===== config.mk =====
export PLATFORM = sky130hd
export DESIGN_NAME = board_bus_address_decoder_top_flat
export DESIGN_NICKNAME = d
export VERILOG_FILES = /design/src/hdl/bbad_pkg.sv /design/src/hdl/bbad_ifs.sv /design/src/hdl/board_bus_address_decoder_top.sv /design/src/hdl/bbad_decode.sv /design/src/hdl/bbad_regs.sv /design/src/flat_wrapper.sv
export VERILOG_INCLUDE_DIRS = /design/src /design/src/hdl
export SDC_FILE = /design/constraint.sdc
export NUM_CORES = 1
export LEC_CHECK = 0
export CAP_MARGIN = 20
export CORE_MARGIN = 2
export CORE_UTILIZATION = 25
export DETAILED_ROUTE_END_ITERATION = 12
export DONT_BUFFER_PORTS = 1
export PLACE_DENSITY = 0.39
export RECOVER_POWER = 100
export REMOVE_ABC_BUFFERS = 1
export SLEW_MARGIN = 10
export SYNTH_ARGS = -nofsm -noshare
export SYNTH_HDL_FRONTEND = slang
export SYNTH_SLANG_ARGS = --single-unit

===== constraint.sdc =====
create_clock -name clk -period 5.7 [get_ports clk]
set_input_delay 1.14 -clock clk [delete_from_list [all_inputs] [get_ports clk]]
set_output_delay 1.14 -clock clk [all_outputs]
set_load 0.02 [all_outputs]

===== src/hdl/board_bus_address_decoder_top_defines.svh =====
// Assertion macros used by the board bus address decoder top level.
`ifndef BOARD_BUS_ADDRESS_DECODER_TOP_DEFINES_SVH
`define BOARD_BUS_ADDRESS_DECODER_TOP_DEFINES_SVH

// Same-cycle implication, sampled on clk and disabled while rst_n is low.
`define BBAD_ASSERT_IMPL(lbl, ante, cons, msg) \
  lbl: assert property (@(posedge clk) disable iff (!rst_n) (ante) |-> (cons)) else $error(msg);

// Next-cycle implication, sampled on clk and disabled while rst_n is low.
`define BBAD_ASSERT_NEXT(lbl, ante, cons, msg) \
  lbl: assert property (@(posedge clk) disable iff (!rst_n) (ante) |=> (cons)) else $error(msg);

`endif


===== src/hdl/bbad_pkg.sv =====
// Types, codes and address constants of the board bus address decoder.
package bbad_pkg;

  typedef enum logic [1:0] {
    REQ_READ   = 2'd0,
    REQ_WRITE  = 2'd1,
    REQ_VBLANK = 2'd2
  } req_t;

  typedef enum logic [3:0] {
    REGION_NONE    = 4'd0,
    REGION_ROM     = 4'd1,
    REGION_WRAM    = 4'd2,
    REGION_PALETTE = 4'd3,
    REGION_CGRAM   = 4'd4,
    REGION_TEXT    = 4'd5,
    REGION_TILEATR = 4'd6,
    REGION_SPRITE  = 4'd7,
    REGION_VICSDAT = 4'd8,
    REGION_VICSCTL = 4'd9,
    REGION_DSPRAM  = 4'd10,
    REGION_COMMS   = 4'd11,
    REGION_POINT   = 4'd12,
    REGION_CZRAM   = 4'd13,
    REGION_MIXER   = 4'd14,
    REGION_EEPROM  = 4'd15
  } region_t;

  localparam int NUM_REGIONS = 15;

  localparam logic [23:0] REGION_LO [NUM_REGIONS] = '{
    24'h000000, 24'hE00000, 24'h828000, 24'h880000, 24'h89E000,
    24'h8A0000, 24'h980000, 24'h900000, 24'h940000, 24'hC00000,
    24'hA04000, 24'hF80000, 24'h810000, 24'h824000, 24'h460000
  };

  localparam logic [23:0] REGION_HI [NUM_REGIONS] = '{
    24'h400000, 24'hE40000, 24'h840000, 24'h89E000, 24'h8A0000,
    24'h8A0010, 24'h9B0000, 24'h910000, 24'h940080, 24'hC20000,
    24'hA0C000, 24'hFA0000, 24'h810400, 24'h824400, 24'h464000
  };

  localparam logic [1:0] CFG_KEYCUS_SEED = 2'd0;
  localparam logic [1:0] CFG_DIP_SWITCH  = 2'd1;
  localparam logic [1:0] CFG_PORT_BITS   = 2'd2;

  localparam logic [23:0] SC_BASE      = 24'h700000;
  localparam logic [23:0] KEY_BASE     = 24'h400000;
  localparam logic [23:0] DIP_BASE     = 24'h440000;
  localparam logic [23:0] PORT_BASE    = 24'h450000;
  localparam logic [23:0] CS_BASE      = 24'h800000;

  localparam logic [4:0] SC_VBLANK_ACK  = 5'h04;
  localparam logic [4:0] SC_MCU_RELEASE = 5'h16;
  localparam logic [7:0] MCU_RELEASE_VAL = 8'h01;

  // Low 16 bits of the generator multiplier 1103515245 and increment 12345.
  localparam logic [15:0] KEY_MUL = 16'h4E6D;
  localparam logic [15:0] KEY_INC = 16'h3039;

  typedef struct packed {
    region_t     region;
    logic [21:0] offset;
  } decode_t;

  typedef struct packed {
    logic        rd;
    logic        wr;
    logic        vblank_set;
    logic [23:0] addr;
    logic [7:0]  data;
  } reg_req_t;

  typedef struct packed {
    logic [7:0] rdata;
    logic       vblank;
    logic [7:0] chip_sel;
    logic       mcu_write;
  } reg_rsp_t;

endpackage


===== src/hdl/bbad_ifs.sv =====
// Channel interfaces of the board bus address decoder.
interface bbad_in_if;
  logic        valid;
  logic        ready;
  logic [1:0]  req_type;
  logic [23:0] bus_address;
  logic [7:0]  write_byte;

  modport source (output valid, output req_type, output bus_address, output write_byte,
                  input ready);
  modport sink (input valid, input req_type, input bus_address, input write_byte,
                output ready);
endinterface

interface bbad_out_if;
  logic        valid;
  logic        ready;
  logic [3:0]  region;
  logic [21:0] region_offset;
  logic [7:0]  register_data;
  logic        is_write;
  logic        vblank_flag;
  logic [7:0]  chip_select_value;
  logic        mcu_status_write;

  modport source (output valid, output region, output region_offset, output register_data,
                  output is_write, output vblank_flag, output chip_select_value,
                  output mcu_status_write, input ready);
  modport sink (input valid, input region, input region_offset, input register_data,
                input is_write, input vblank_flag, input chip_select_value,
                input mcu_status_write, output ready);
endinterface

interface bbad_cfg_if;
  logic        valid;
  logic        ready;
  logic [1:0]  reg_index;
  logic [15:0] wr_data;

  modport source (output valid, output reg_index, output wr_data, input ready);
  modport sink (input valid, input reg_index, input wr_data, output ready);
endinterface


===== src/hdl/board_bus_address_decoder_top.sv =====
// Top level of the board bus address decoder with its two-register pipeline.
//
//   Channel  Direction  Carries
//   in_ch    sink       req_type, bus_address, write_byte
//   out_ch   source     region, region_offset, register_data, flags, chip select
//   cfg_ch   sink       reg_index, wr_data (always ready)
//
// One transaction is accepted per cycle unless out_ch stalls.
// The decode and register update sit between the input register and the result register.
// Reset clears both valid flags, the system-control bytes, the generator and chip select.
// While the result waits, the input register still takes one more transaction.
`include "board_bus_address_decoder_top_defines.svh"

module board_bus_address_decoder_top (
  input  logic       clk,
  input  logic       rst_n,
  bbad_in_if.sink    in_ch,
  bbad_out_if.source out_ch,
  bbad_cfg_if.sink   cfg_ch
);
  import bbad_pkg::*;

  logic        s1_v_r;
  req_t        s1_type_r;
  logic [23:0] s1_addr_r;
  logic [7:0]  s1_data_r;
  logic        out_v_r;
  region_t     out_region_r;
  logic [21:0] out_offset_r;
  logic [7:0]  out_rdata_r;
  logic        out_wr_r;
  logic        out_vb_r;
  logic [7:0]  out_cs_r;
  logic        out_mcu_r;
  logic        advance;
  logic        fire;
  logic        in_ready;
  decode_t     dec;
  reg_req_t    req;
  reg_rsp_t    rsp;
  region_t     region_nxt;
  logic [21:0] offset_nxt;
  logic        wr_nxt;

  assign advance  = !out_v_r || out_ch.ready;
  assign fire     = s1_v_r && advance;
  assign in_ready = !s1_v_r || advance;
  assign in_ch.ready = in_ready;

  bbad_decode u_decode (
    .addr (s1_addr_r),
    .dec  (dec)
  );

  always_comb begin
    region_nxt = REGION_NONE;
    offset_nxt = '0;
    wr_nxt     = 1'b0;
    case (s1_type_r)
      REQ_READ, REQ_WRITE: begin
        region_nxt = dec.region;
        offset_nxt = dec.offset;
        wr_nxt     = s1_type_r == REQ_WRITE && dec.region != REGION_NONE;
      end
      default: begin
        region_nxt = REGION_NONE;
      end
    endcase
    req.rd         = fire && s1_type_r == REQ_READ && dec.region == REGION_NONE;
    req.wr         = fire && s1_type_r == REQ_WRITE && dec.region == REGION_NONE;
    req.vblank_set = fire && s1_type_r == REQ_VBLANK;
    req.addr       = s1_addr_r;
    req.data       = s1_data_r;
  end

  bbad_regs u_regs (
    .clk    (clk),
    .rst_n  (rst_n),
    .req    (req),
    .rsp    (rsp),
    .cfg_ch (cfg_ch)
  );

  always_ff @(posedge clk) begin
    if (!rst_n) begin
      s1_v_r  <= 1'b0;
      out_v_r <= 1'b0;
    end else begin
      if (in_ready) begin
        s1_v_r <= in_ch.valid;
      end
      if (advance) begin
        out_v_r <= s1_v_r;
      end
    end
    if (in_ready && in_ch.valid) begin
      s1_type_r <= req_t'(in_ch.req_type);
      s1_addr_r <= in_ch.bus_address;
      s1_data_r <= in_ch.write_byte;
    end
    if (fire) begin
      out_region_r <= region_nxt;
      out_offset_r <= offset_nxt;
      out_rdata_r  <= rsp.rdata;
      out_wr_r     <= wr_nxt;
      out_vb_r     <= rsp.vblank;
      out_cs_r     <= rsp.chip_sel;
      out_mcu_r    <= rsp.mcu_write;
    end
  end

  assign out_ch.valid             = out_v_r;
  assign out_ch.region            = out_region_r;
  assign out_ch.region_offset     = out_offset_r;
  assign out_ch.register_data     = out_rdata_r;
  assign out_ch.is_write          = out_wr_r;
  assign out_ch.vblank_flag       = out_vb_r;
  assign out_ch.chip_select_value = out_cs_r;
  assign out_ch.mcu_status_write  = out_mcu_r;

  `BBAD_ASSERT_NEXT(a_s1_held, s1_v_r && !advance, s1_v_r && $stable(s1_addr_r),
                    "stalled transaction lost")
  `BBAD_ASSERT_IMPL(a_none_no_offset, out_v_r && out_region_r == REGION_NONE,
                    out_offset_r == '0, "offset without region")
  `BBAD_ASSERT_IMPL(a_write_region, out_v_r && out_wr_r,
                    out_region_r != REGION_NONE && out_rdata_r == '0, "region write inconsistent")
  `BBAD_ASSERT_IMPL(a_mcu_register, out_v_r && out_mcu_r,
                    out_region_r == REGION_NONE && !out_wr_r, "MCU release on region access")
  `BBAD_ASSERT_NEXT(a_vblank_set, fire && s1_type_r == REQ_VBLANK, out_v_r && out_vb_r,
                    "vblank event not reported")
endmodule


===== src/hdl/bbad_decode.sv =====
// Priority address decoder for the fifteen external memory regions.
module bbad_decode (
  input  logic [23:0]      addr,
  output bbad_pkg::decode_t dec
);
  import bbad_pkg::*;

  logic [3:0]  hit_idx;
  logic        hit;
  logic [23:0] base;

  always_comb begin
    hit     = 1'b0;
    hit_idx = 4'd0;
    for (int i = NUM_REGIONS - 1; i >= 0; i--) begin
      if (addr >= REGION_LO[i] && addr < REGION_HI[i]) begin
        hit     = 1'b1;
        hit_idx = 4'(i);
      end
    end
    base = REGION_LO[hit_idx];
  end

  always_comb begin
    if (hit) begin
      dec.region = region_t'(hit_idx + 4'd1);
      dec.offset = 22'(addr - base);
    end else begin
      dec.region = REGION_NONE;
      dec.offset = '0;
    end
  end
endmodule


===== src/hdl/bbad_regs.sv =====
// On-board registers: system control, key-chip generator, DIP, ports, chip select.
module bbad_regs (
  input  logic               clk,
  input  logic               rst_n,
  input  bbad_pkg::reg_req_t req,
  output bbad_pkg::reg_rsp_t rsp,
  bbad_cfg_if.sink           cfg_ch
);
  import bbad_pkg::*;

  logic [7:0]  sc_r [32];
  logic [15:0] rw_r;
  logic [15:0] rw_nxt;
  logic [15:0] lcg_prod;
  logic        vb_r;
  logic        vb_nxt;
  logic [7:0]  cs_r;
  logic [7:0]  cs_nxt;
  logic [7:0]  dip_r;
  logic [7:0]  port_r;
  logic        sc_hit;
  logic        key_hit;
  logic        dip_hit;
  logic        port_hit;
  logic        cs_hit;
  logic [4:0]  sc_off;
  logic        sc_wr;
  logic        cfg_fire;

  assign cfg_ch.ready = 1'b1;
  assign cfg_fire     = cfg_ch.valid;

  assign sc_hit   = req.addr[23:5] == SC_BASE[23:5];
  assign key_hit  = req.addr[23:5] == KEY_BASE[23:5];
  assign dip_hit  = req.addr[23:2] == DIP_BASE[23:2];
  assign port_hit = req.addr[23:4] == PORT_BASE[23:4];
  assign cs_hit   = req.addr[23:2] == CS_BASE[23:2];
  assign sc_off   = req.addr[4:0];
  assign sc_wr    = req.wr && sc_hit;

  assign lcg_prod = rw_r * KEY_MUL;
  assign rw_nxt   = lcg_prod + KEY_INC;

  always_comb begin
    if (req.vblank_set) begin
      vb_nxt = 1'b1;
    end else if (sc_wr && sc_off == SC_VBLANK_ACK) begin
      vb_nxt = 1'b0;
    end else begin
      vb_nxt = vb_r;
    end
    cs_nxt = (req.wr && cs_hit) ? req.data : cs_r;
  end

  always_comb begin
    rsp.rdata = '0;
    if (req.rd) begin
      if (sc_hit) begin
        rsp.rdata = sc_r[sc_off];
      end else if (key_hit) begin
        rsp.rdata = rw_nxt[7:0];
      end else if (dip_hit) begin
        rsp.rdata = dip_r;
      end else if (port_hit) begin
        rsp.rdata = port_r;
      end
    end
    rsp.vblank    = vb_nxt;
    rsp.chip_sel  = cs_nxt;
    rsp.mcu_write = sc_wr && sc_off == SC_MCU_RELEASE && req.data == MCU_RELEASE_VAL;
  end

  always_ff @(posedge clk) begin
    if (!rst_n) begin
      for (int i = 0; i < 32; i++) begin
        sc_r[i] <= '0;
      end
      rw_r   <= '0;
      vb_r   <= 1'b0;
      cs_r   <= '0;
      dip_r  <= 8'hFF;
      port_r <= 8'hFF;
    end else begin
      if (sc_wr) begin
        sc_r[sc_off] <= req.data;
      end
      vb_r <= vb_nxt;
      cs_r <= cs_nxt;
      if (req.rd && !sc_hit && key_hit) begin
        rw_r <= rw_nxt;
      end else if (cfg_fire && cfg_ch.reg_index == CFG_KEYCUS_SEED) begin
        rw_r <= cfg_ch.wr_data;
      end
      if (cfg_fire && cfg_ch.reg_index == CFG_DIP_SWITCH) begin
        dip_r <= cfg_ch.wr_data[7:0];
      end
      if (cfg_fire && cfg_ch.reg_index == CFG_PORT_BITS) begin
        port_r <= cfg_ch.wr_data[7:0];
      end
    end
  end
endmodule


===== src/flat_wrapper.sv =====
// flat-port wrapper written by rule: the top's interface ports become plain ports
module board_bus_address_decoder_top_flat import bbad_pkg::*;
  (clk, rst_n, in_ch_valid, in_ch_req_type, in_ch_bus_address, in_ch_write_byte, in_ch_ready, out_ch_valid, out_ch_region, out_ch_region_offset, out_ch_register_data, out_ch_is_write, out_ch_vblank_flag, out_ch_chip_select_value, out_ch_mcu_status_write, out_ch_ready, cfg_ch_valid, cfg_ch_reg_index, cfg_ch_wr_data, cfg_ch_ready);
  bbad_in_if in_ch_i ();
  bbad_out_if out_ch_i ();
  bbad_cfg_if cfg_ch_i ();
  input  logic clk;
  input  logic rst_n;
  input wire logic [$bits(in_ch_i.valid)-1:0] in_ch_valid;
  input wire logic [$bits(in_ch_i.req_type)-1:0] in_ch_req_type;
  input wire logic [$bits(in_ch_i.bus_address)-1:0] in_ch_bus_address;
  input wire logic [$bits(in_ch_i.write_byte)-1:0] in_ch_write_byte;
  output wire logic [$bits(in_ch_i.ready)-1:0] in_ch_ready;
  output wire logic [$bits(out_ch_i.valid)-1:0] out_ch_valid;
  output wire logic [$bits(out_ch_i.region)-1:0] out_ch_region;
  output wire logic [$bits(out_ch_i.region_offset)-1:0] out_ch_region_offset;
  output wire logic [$bits(out_ch_i.register_data)-1:0] out_ch_register_data;
  output wire logic [$bits(out_ch_i.is_write)-1:0] out_ch_is_write;
  output wire logic [$bits(out_ch_i.vblank_flag)-1:0] out_ch_vblank_flag;
  output wire logic [$bits(out_ch_i.chip_select_value)-1:0] out_ch_chip_select_value;
  output wire logic [$bits(out_ch_i.mcu_status_write)-1:0] out_ch_mcu_status_write;
  input wire logic [$bits(out_ch_i.ready)-1:0] out_ch_ready;
  input wire logic [$bits(cfg_ch_i.valid)-1:0] cfg_ch_valid;
  input wire logic [$bits(cfg_ch_i.reg_index)-1:0] cfg_ch_reg_index;
  input wire logic [$bits(cfg_ch_i.wr_data)-1:0] cfg_ch_wr_data;
  output wire logic [$bits(cfg_ch_i.ready)-1:0] cfg_ch_ready;
  assign in_ch_i.valid = in_ch_valid;
  assign in_ch_i.req_type = in_ch_req_type;
  assign in_ch_i.bus_address = in_ch_bus_address;
  assign in_ch_i.write_byte = in_ch_write_byte;
  assign in_ch_ready = in_ch_i.ready;
  assign out_ch_valid = out_ch_i.valid;
  assign out_ch_region = out_ch_i.region;
  assign out_ch_region_offset = out_ch_i.region_offset;
  assign out_ch_register_data = out_ch_i.register_data;
  assign out_ch_is_write = out_ch_i.is_write;
  assign out_ch_vblank_flag = out_ch_i.vblank_flag;
  assign out_ch_chip_select_value = out_ch_i.chip_select_value;
  assign out_ch_mcu_status_write = out_ch_i.mcu_status_write;
  assign out_ch_i.ready = out_ch_ready;
  assign cfg_ch_i.valid = cfg_ch_valid;
  assign cfg_ch_i.reg_index = cfg_ch_reg_index;
  assign cfg_ch_i.wr_data = cfg_ch_wr_data;
  assign cfg_ch_ready = cfg_ch_i.ready;
  board_bus_address_decoder_top u_core (.clk(clk), .rst_n(rst_n), .in_ch(in_ch_i), .out_ch(out_ch_i), .cfg_ch(cfg_ch_i));
endmodule

# Yosys cells after proc, flatten, opt, wreduce, memory -nomap -nowiden
# Memories as Yosys holds them, arrays and structs flattened. A register that Yosys moved wholly into a read port is not among the register bits.
# Index checks and enable logic that the tools add are counted.
totals:
  input_bits: 57
  memories: 2
  mem_bits_rw: 256
  out_inout_bits: 48
  elab_cells: 163
  romBits: 384
  register_bits: 122
memory_table:
  columns: ["name", "words", "word_bits", "read_ports", "rd_ports_with_merged_regs", "write_ports", "line", "source"]
  rows:
  - ["(name not given)", 16, 24, 1, 0, 0, "bbad_decode.sv:21", "base = REGION_LO[hit_idx];"]
  - ["u_core.u_regs.sc_r", 32, 8, 1, 1, 32, "bbad_regs.sv:11", "logic [7:0] sc_r [32];"]
op_classes:
  addsub: 3
  n_reduce_logical: 46
  magnitude_cmp: 31
  muxes: 50
  bitwise: 1
  n_mul: 1
  eq_ne: 12
op_table:
  columns: ["cell", "count"]
  rows:
  - ["greater-or-equal comparator 24 bit (second input constant)", 13]
  - ["< comparator 24 bit (second input constant)", 13]
  - ["two-way mux 4 bit", 15]
  - ["< comparator 24 x 23 -> 1 bit (second input constant)", 2]
  - ["two-way mux 8 bit", 6]
  - ["two-way mux 22 bit", 2]
  - ["== test 19 x 18 -> 1 bit (second input constant)", 2]
  - ["logical AND 1 bit", 33]
  - ["two-way mux 16 bit", 2]
  - ["two-way mux 26 bit", 1]
  - ["greater-or-equal comparator 24 x 1 -> 1 bit (second input constant)", 1]
  - ["greater-or-equal comparator 24 x 23 -> 1 bit (second input constant)", 1]
  - ["== test 22 x 21 -> 1 bit (second input constant)", 1]
  - ["== test 22 bit (second input constant)", 1]
  - ["two-way mux 1 bit", 22]
  - ["subtractor 22 bit", 1]
  - ["== test 20 x 19 -> 1 bit (second input constant)", 1]
  - ["adder 16 x 14 -> 16 bit (second input constant)", 1]
  - ["multiplier 16 x 15 -> 16 bit (second input constant)", 1]
  - ["two-way mux 5 bit", 2]
  - ["== test 8 x 1 -> 1 bit (second input constant)", 1]
  - ["OR reduction 8 bit", 1]
  - ["== test 5 x 3 -> 1 bit (second input constant)", 1]
  - ["== test 5 bit (second input constant)", 1]
  - ["13 further kinds", 19]

# Logic depth before layout (Yosys ltp)
logic_depth:
  depth_word: 31
  depth_mapped: 18
  depth_no_buf: 17

# Modules after synthesis
# Synthesis repeated with hierarchy kept, for this count alone.
hier_totals:
  hier_cells: 1430
  area_unflattened_um2: 17735.8
modules_own_cells:
  columns: ["module", "cells_per_inst", "area_each_um2", "seq_area_each_um2", "instances"]
  rows:
  - ["bbad_regs", 1124, 13739.4, 8348.0, 1]
  - ["board_bus_address_decoder_top", 124, 2702.6, 2412.3, 1]
  - ["bbad_decode", 182, 1293.7, 0.0, 1]

# Worst setup path before layout
# Ideal clock, no wire load.
synth_path:
  kind: "flip-flop to flip-flop"
  start: "reg u_core.s1_addr_r[20]"
  end: "reg u_core.out_offset_r[21], in the netlist u_core.out_ch.region_offset[21], data pin"
  setup_ns: 0.257
  arrival_time_ns: 3.952
  period_less_slack_ns: 4.209
  required_time_ns: 5.443
  setup_slack_ns: 1.491
  stages_incl_launch_ff: 19
  n_path_buf: 2
  path_cell_list: "edfxtp_1 -> buf_2 -> or4b_4 -> or4b_1 -> a21boi_1 -> nor2_1 -> and2_1 -> buf_2 -> and3b_1 -> ha_1 -> inv_1 -> fa_1 -> a21o_1 -> a211oi_1 -> o21ai_0 -> a21oi_1 -> xor2_1 -> and3_1 -> nor3_2"
synth_between:
  elab_chain_cells: 22
  word_cells_on_any_way: 81
  classes_between: "1 x add/sub; 30 x order compare; 32 x mux; 1 x bitwise; 16 x reduce/logical; 1 x memory"
synth_rtl:
  columns: ["item", "line", "source"]
  rows:
  - ["start: declaration", "board_bus_address_decoder_top.sv:25", "logic [23:0] s1_addr_r;"]
  - ["start signal: assignment", "board_bus_address_decoder_top.sv:98", "s1_addr_r <= in_ch.bus_address;"]
  - ["greater-or-equal comparator 24 x 23 -> 1 bit / < comparator 24 x 23 -> 1 bit (equally long branches)", "bbad_decode.sv:16", "if (addr >= REGION_LO[i] && addr < REGION_HI[i]) begin"]
  - ["logical AND 1 bit", "bbad_decode.sv:16", null]
  - ["two-way mux 4 bit (15 in series)", "bbad_decode.sv:16", null]
  - ["NOT 4 -> 5 bit (implied by the code)", "bbad_decode.sv:21", null]
  - ["memory read (16 x 24 bit)", null, null]
  - ["two-way mux 22 bit (implied by the code) (2 in series)", "bbad_decode.sv:21", null]
  - ["subtractor 22 bit", "bbad_decode.sv:27", "dec.offset = 22'(addr - base);"]
  - ["end signal: assignment", "board_bus_address_decoder_top.sv:103", "out_offset_r <= offset_nxt;"]
  - ["end: declaration", "board_bus_address_decoder_top.sv:29", "logic [21:0] out_offset_r;"]
# Parallel ways exist; a longest one is shown, timed or not. The select of a mux whose other input is x is not followed.
# A chain may end at the register's enable or synchronous reset.

# Worst setup path after layout
layout_path:
  start: "reg u_core.s1_addr_r[21]"
  end: "reg u_core.out_offset_r[21], in the netlist u_core.out_ch.region_offset[21], data pin"
# Same word-level chain as after synthesis.

==> impl_metrics.json <==
{
  "status": "complete, but fails checks",
  "violations": "max-capacitance violations, max-slew violations",
  "rr_startpoint": "u_core.s1_addr_r[21]",
  "post_cts_resized": 0,
  "p_comb_share_pct": 7.4,
  "overflow": 0,
  "clk_latency_ps": 580,
  "ys_seq_area_share_pct": 61.4,
  "drt-initial-drc-count": 680,
  "rows": 97,
  "synth_edf_count": 335,
  "cts_hold_buf": 0,
  "rr_endpoint": "u_core.out_ch.region_offset[21]",
  "whs_ps": 474,
  "rsz0062_at_grt": "no",
  "clockRootBuffer": "clkbuf_16",
  "clock_tree.buffer_depth": 3,
  "synth_warnings": 0,
  "place_hpwl_mm": 32.6,
  "grt_pass1_wl_mm": 73.9,
  "seq_power_share_pct": 49.6,
  "power.leakage_nw": 6.96,
  "synth_top_flop_cell": "edfxtp_1",
  "floorplan.io_pins": 105,
  "layout.nets": 1367,
  "utilization_pct": 28.8,
  "drv_cap": 3,
  "p_total_mw": 6.44,
  "crit_required_ps": 5990,
  "dieArea_um2": 72900,
  "synth.avg_cell_area_um2": 14.1,
  "die_y_um": 270,
  "antenna_found_initial": 4,
  "dieWidth_um": 270,
  "dpl.cell_count": 2164,
  "htree_levels": 2,
  "endpoint_kind": "register",
  "hold_viol_final": 0,
  "dr.pass1.iters": 7,
  "portBuffers": 0,
  "worstPathArrival_ps": 5270,
  "multi_input_area_um2": 6400,
  "cts_sinks": 375,
  "synthDistinctLibCells": 66,
  "cts_tree": "yes",
  "slew_violations": 80,
  "startpoint_type": "register",
  "regArea_um2": 10900,
  "ys_ff_latch": 375,
  "fill_cells": 7062,
  "initial_core_util_pct": 25.2,
  "hold_path.class": "reg2reg",
  "grt_pass1_vias": 10500,
  "crit_start": "u_core.s1_addr_r[21]",
  "vias": 10000,
  "synthCells": 1252,
  "tns_ps": 0,
  "wire_per_inst_um": 22.4,
  "tightest_slew_ps": 1930,
  "gp_congestion": 0.752,
  "p_switching_mw": 1.53,
  "p_per_area_nw_per_um2": 319,
  "viasPerCell": 4.46,
  "slew_headroom_pct": -28.5,
  "layout_common_cells": "edfxtp_1, and2_0, and2_1, mux4_2, nor2_1",
  "cts_buffers": 44,
  "final_common_cell": "edfxtp_1",
  "r2r_slack_ps": 720,
  "peakVddDrop_mv": 0.190,
  "period_needed_ps": 4980,
  "clk_pin_slew_worst_paths_ps": 60,
  "route.detailed.drc": 0,
  "cp_max_fo": 12,
  "groute.usage.overall_pct": 13.8,
  "clkPwrFrac_pct": 43.0,
  "setup-violations-final": 0,
  "drive_above_1_share_pct": 13.7,
  "ff2ff_path_depth": 16,
  "async_reset_ff_share_pct": 0,
  "endpoint": "u_core.out_ch.region_offset[21]",
  "critical_path_class": "reg2reg",
  "antenna_left": 0,
  "final_cells": 2244,
  "syn-cell-area_um2": 17700,
  "routed_wirelength_mm": 50.4,
  "hold_depth": 2,
  "sw_frac_of_total_pct": 23.7,
  "skew_ps": 36.2,
  "cts_setup_buffers": 0,
  "grt_max_degree": 60,
  "p_int_mw": 4.91,
  "period_share_pct": 87.4,
  "areaGrowthSynthToFinish_pct": 14.0,
  "coreArea_um2": 70000,
  "clock.fmax_mhz": 201
}
[power groups by stage]
stage	clock, mW	sequential (mW)	combinational (mW)
after floorplan	0	3.24	0.286
after global placement	0	3.25	0.498
after detailed placement	0	3.25	0.499
after CTS	2.84	3.19	0.502
after global routing	2.95	3.21	0.516
final	2.77	3.19	0.476
[stage by stage]
stage / instance area [um2] / worst slack [ps]
floorplan: 17400 / 1230
global placement: 18900 / 898
detailed placement: 18900 / 926
CTS: 20300 / 923
global route: 20200 / 357
finish: 20200 / 720
[synth_stat cells, types with 18 or more instances]
library cell	number	area share (%)
o21ai_0	39	1.1
nand2_1	56	1.2
mux2_2	21	1.3
nand3_1	22	0.62
and2_1	282	10
inv_1	22	0.47
dfxtp_1	40	4.5
xnor2_1	18	0.89
clkbuf_1	58	1.2
mux4_2	80	10
edfxtp_1	335	57
a21oi_1	20	0.57
ha_1	34	2.4
nor2_1	71	1.5
[kinds of logic (layout without fill, tap and decap cells)]
family | count (synthesis) | count (layout) | share of synthesized area, %
other cells | 1 | 2 | 0.0212
buf+inv | 98 | 149 | 2.24
xor+xnor | 21 | 21 | 1.04
simple gates | 514 | 514 | 16.8
fa+ha+maj | 40 | 40 | 3.09
mux | 113 | 113 | 12.2
flops | 375 | 375 | 61.4
compound gates | 90 | 90 | 3.14
[sequential cells by signal, summed over array words and instances (netlist names), named ones only]
register / cells
u_core.out_ch.chip_select_value: 8
u_core.out_ch.region_offset: 22
u_core.out_ch.valid: 1
u_core.u_regs.vb_r: 1
u_core.s1_type_r: 2
u_core.out_ch.mcu_status_write: 1
u_core.u_regs.dip_r: 8
u_core.out_ch.is_write: 1
u_core.out_ch.region: 4
u_core.u_regs.rw_r: 8
u_core.u_regs.sc_r: 256
u_core.out_ch.vblank_flag: 1
u_core.s1_data_r: 8
u_core.out_ch.register_data: 8
u_core.u_regs.port_r: 8
u_core.u_regs.cs_r: 8
u_core.s1_addr_r: 24
u_core.s1_v_r: 1
[layer usage]
| metal | vias up | GRT usage, % | share of wire [%] |
|---|---|---|---|
| met5 | - | 0 | 0.077 |
| met4 | 6 | 4.21 | 2.5 |
| met3 | 77 | 3.28 | 5.1 |
| met2 | 237 | 23.1 | 49 |
| met1 | 5032 | 17.7 | 44 |
| li1 | 4658 | - | - |
[worst min path at each step]
| stage | to | slack, ps | start |
|---|---|---|---|
| after CTS | u_core.u_regs.port_r[7] | 480 | u_core.u_regs.port_r[7] |
| after floorplan | u_core.u_regs.port_r[0] | 440 | u_core.u_regs.port_r[0] |
| final | u_core.u_regs.port_r[7] | 470 | u_core.u_regs.port_r[7] |
| after detailed placement | u_core.u_regs.port_r[7] | 460 | u_core.u_regs.port_r[7] |
| after global placement | u_core.u_regs.port_r[5] | 450 | u_core.u_regs.port_r[5] |
| after global routing | u_core.u_regs.port_r[7] | 490 | u_core.u_regs.port_r[7] |
[final cells by class]
| type | count | area share, % |
|---|---|---|
| Sequential cell | 375 | 53.9 |
| Clock buffer | 55 | 5.98 |
| Clock inverter | 24 | 0.956 |
| Antenna cell | 1 | 0.0124 |
| Timing Repair Buffer | 48 | 1.14 |
| Inverter | 22 | 0.410 |
| Multi-Input combinational cell | 779 | 31.8 |
| Tap cell | 940 | 5.83 |
[critical path, cell delays in order, from the launching register on]
cell,delay [ps]
edfxtp_1,580
or4b_1,640
or4b_1,520
a21boi_0,340
nor2_1,140
and2_0,340
and3b_1,280
ha_1,160
inv_1,50
fa_1,400
a21o_1,220
a211oi_1,300
o21ai_0,160
a21oi_1,170
xor2_1,200
and3_1,180
nor3_1,50
No activity file was read; power rests on OpenSTA's default activity.
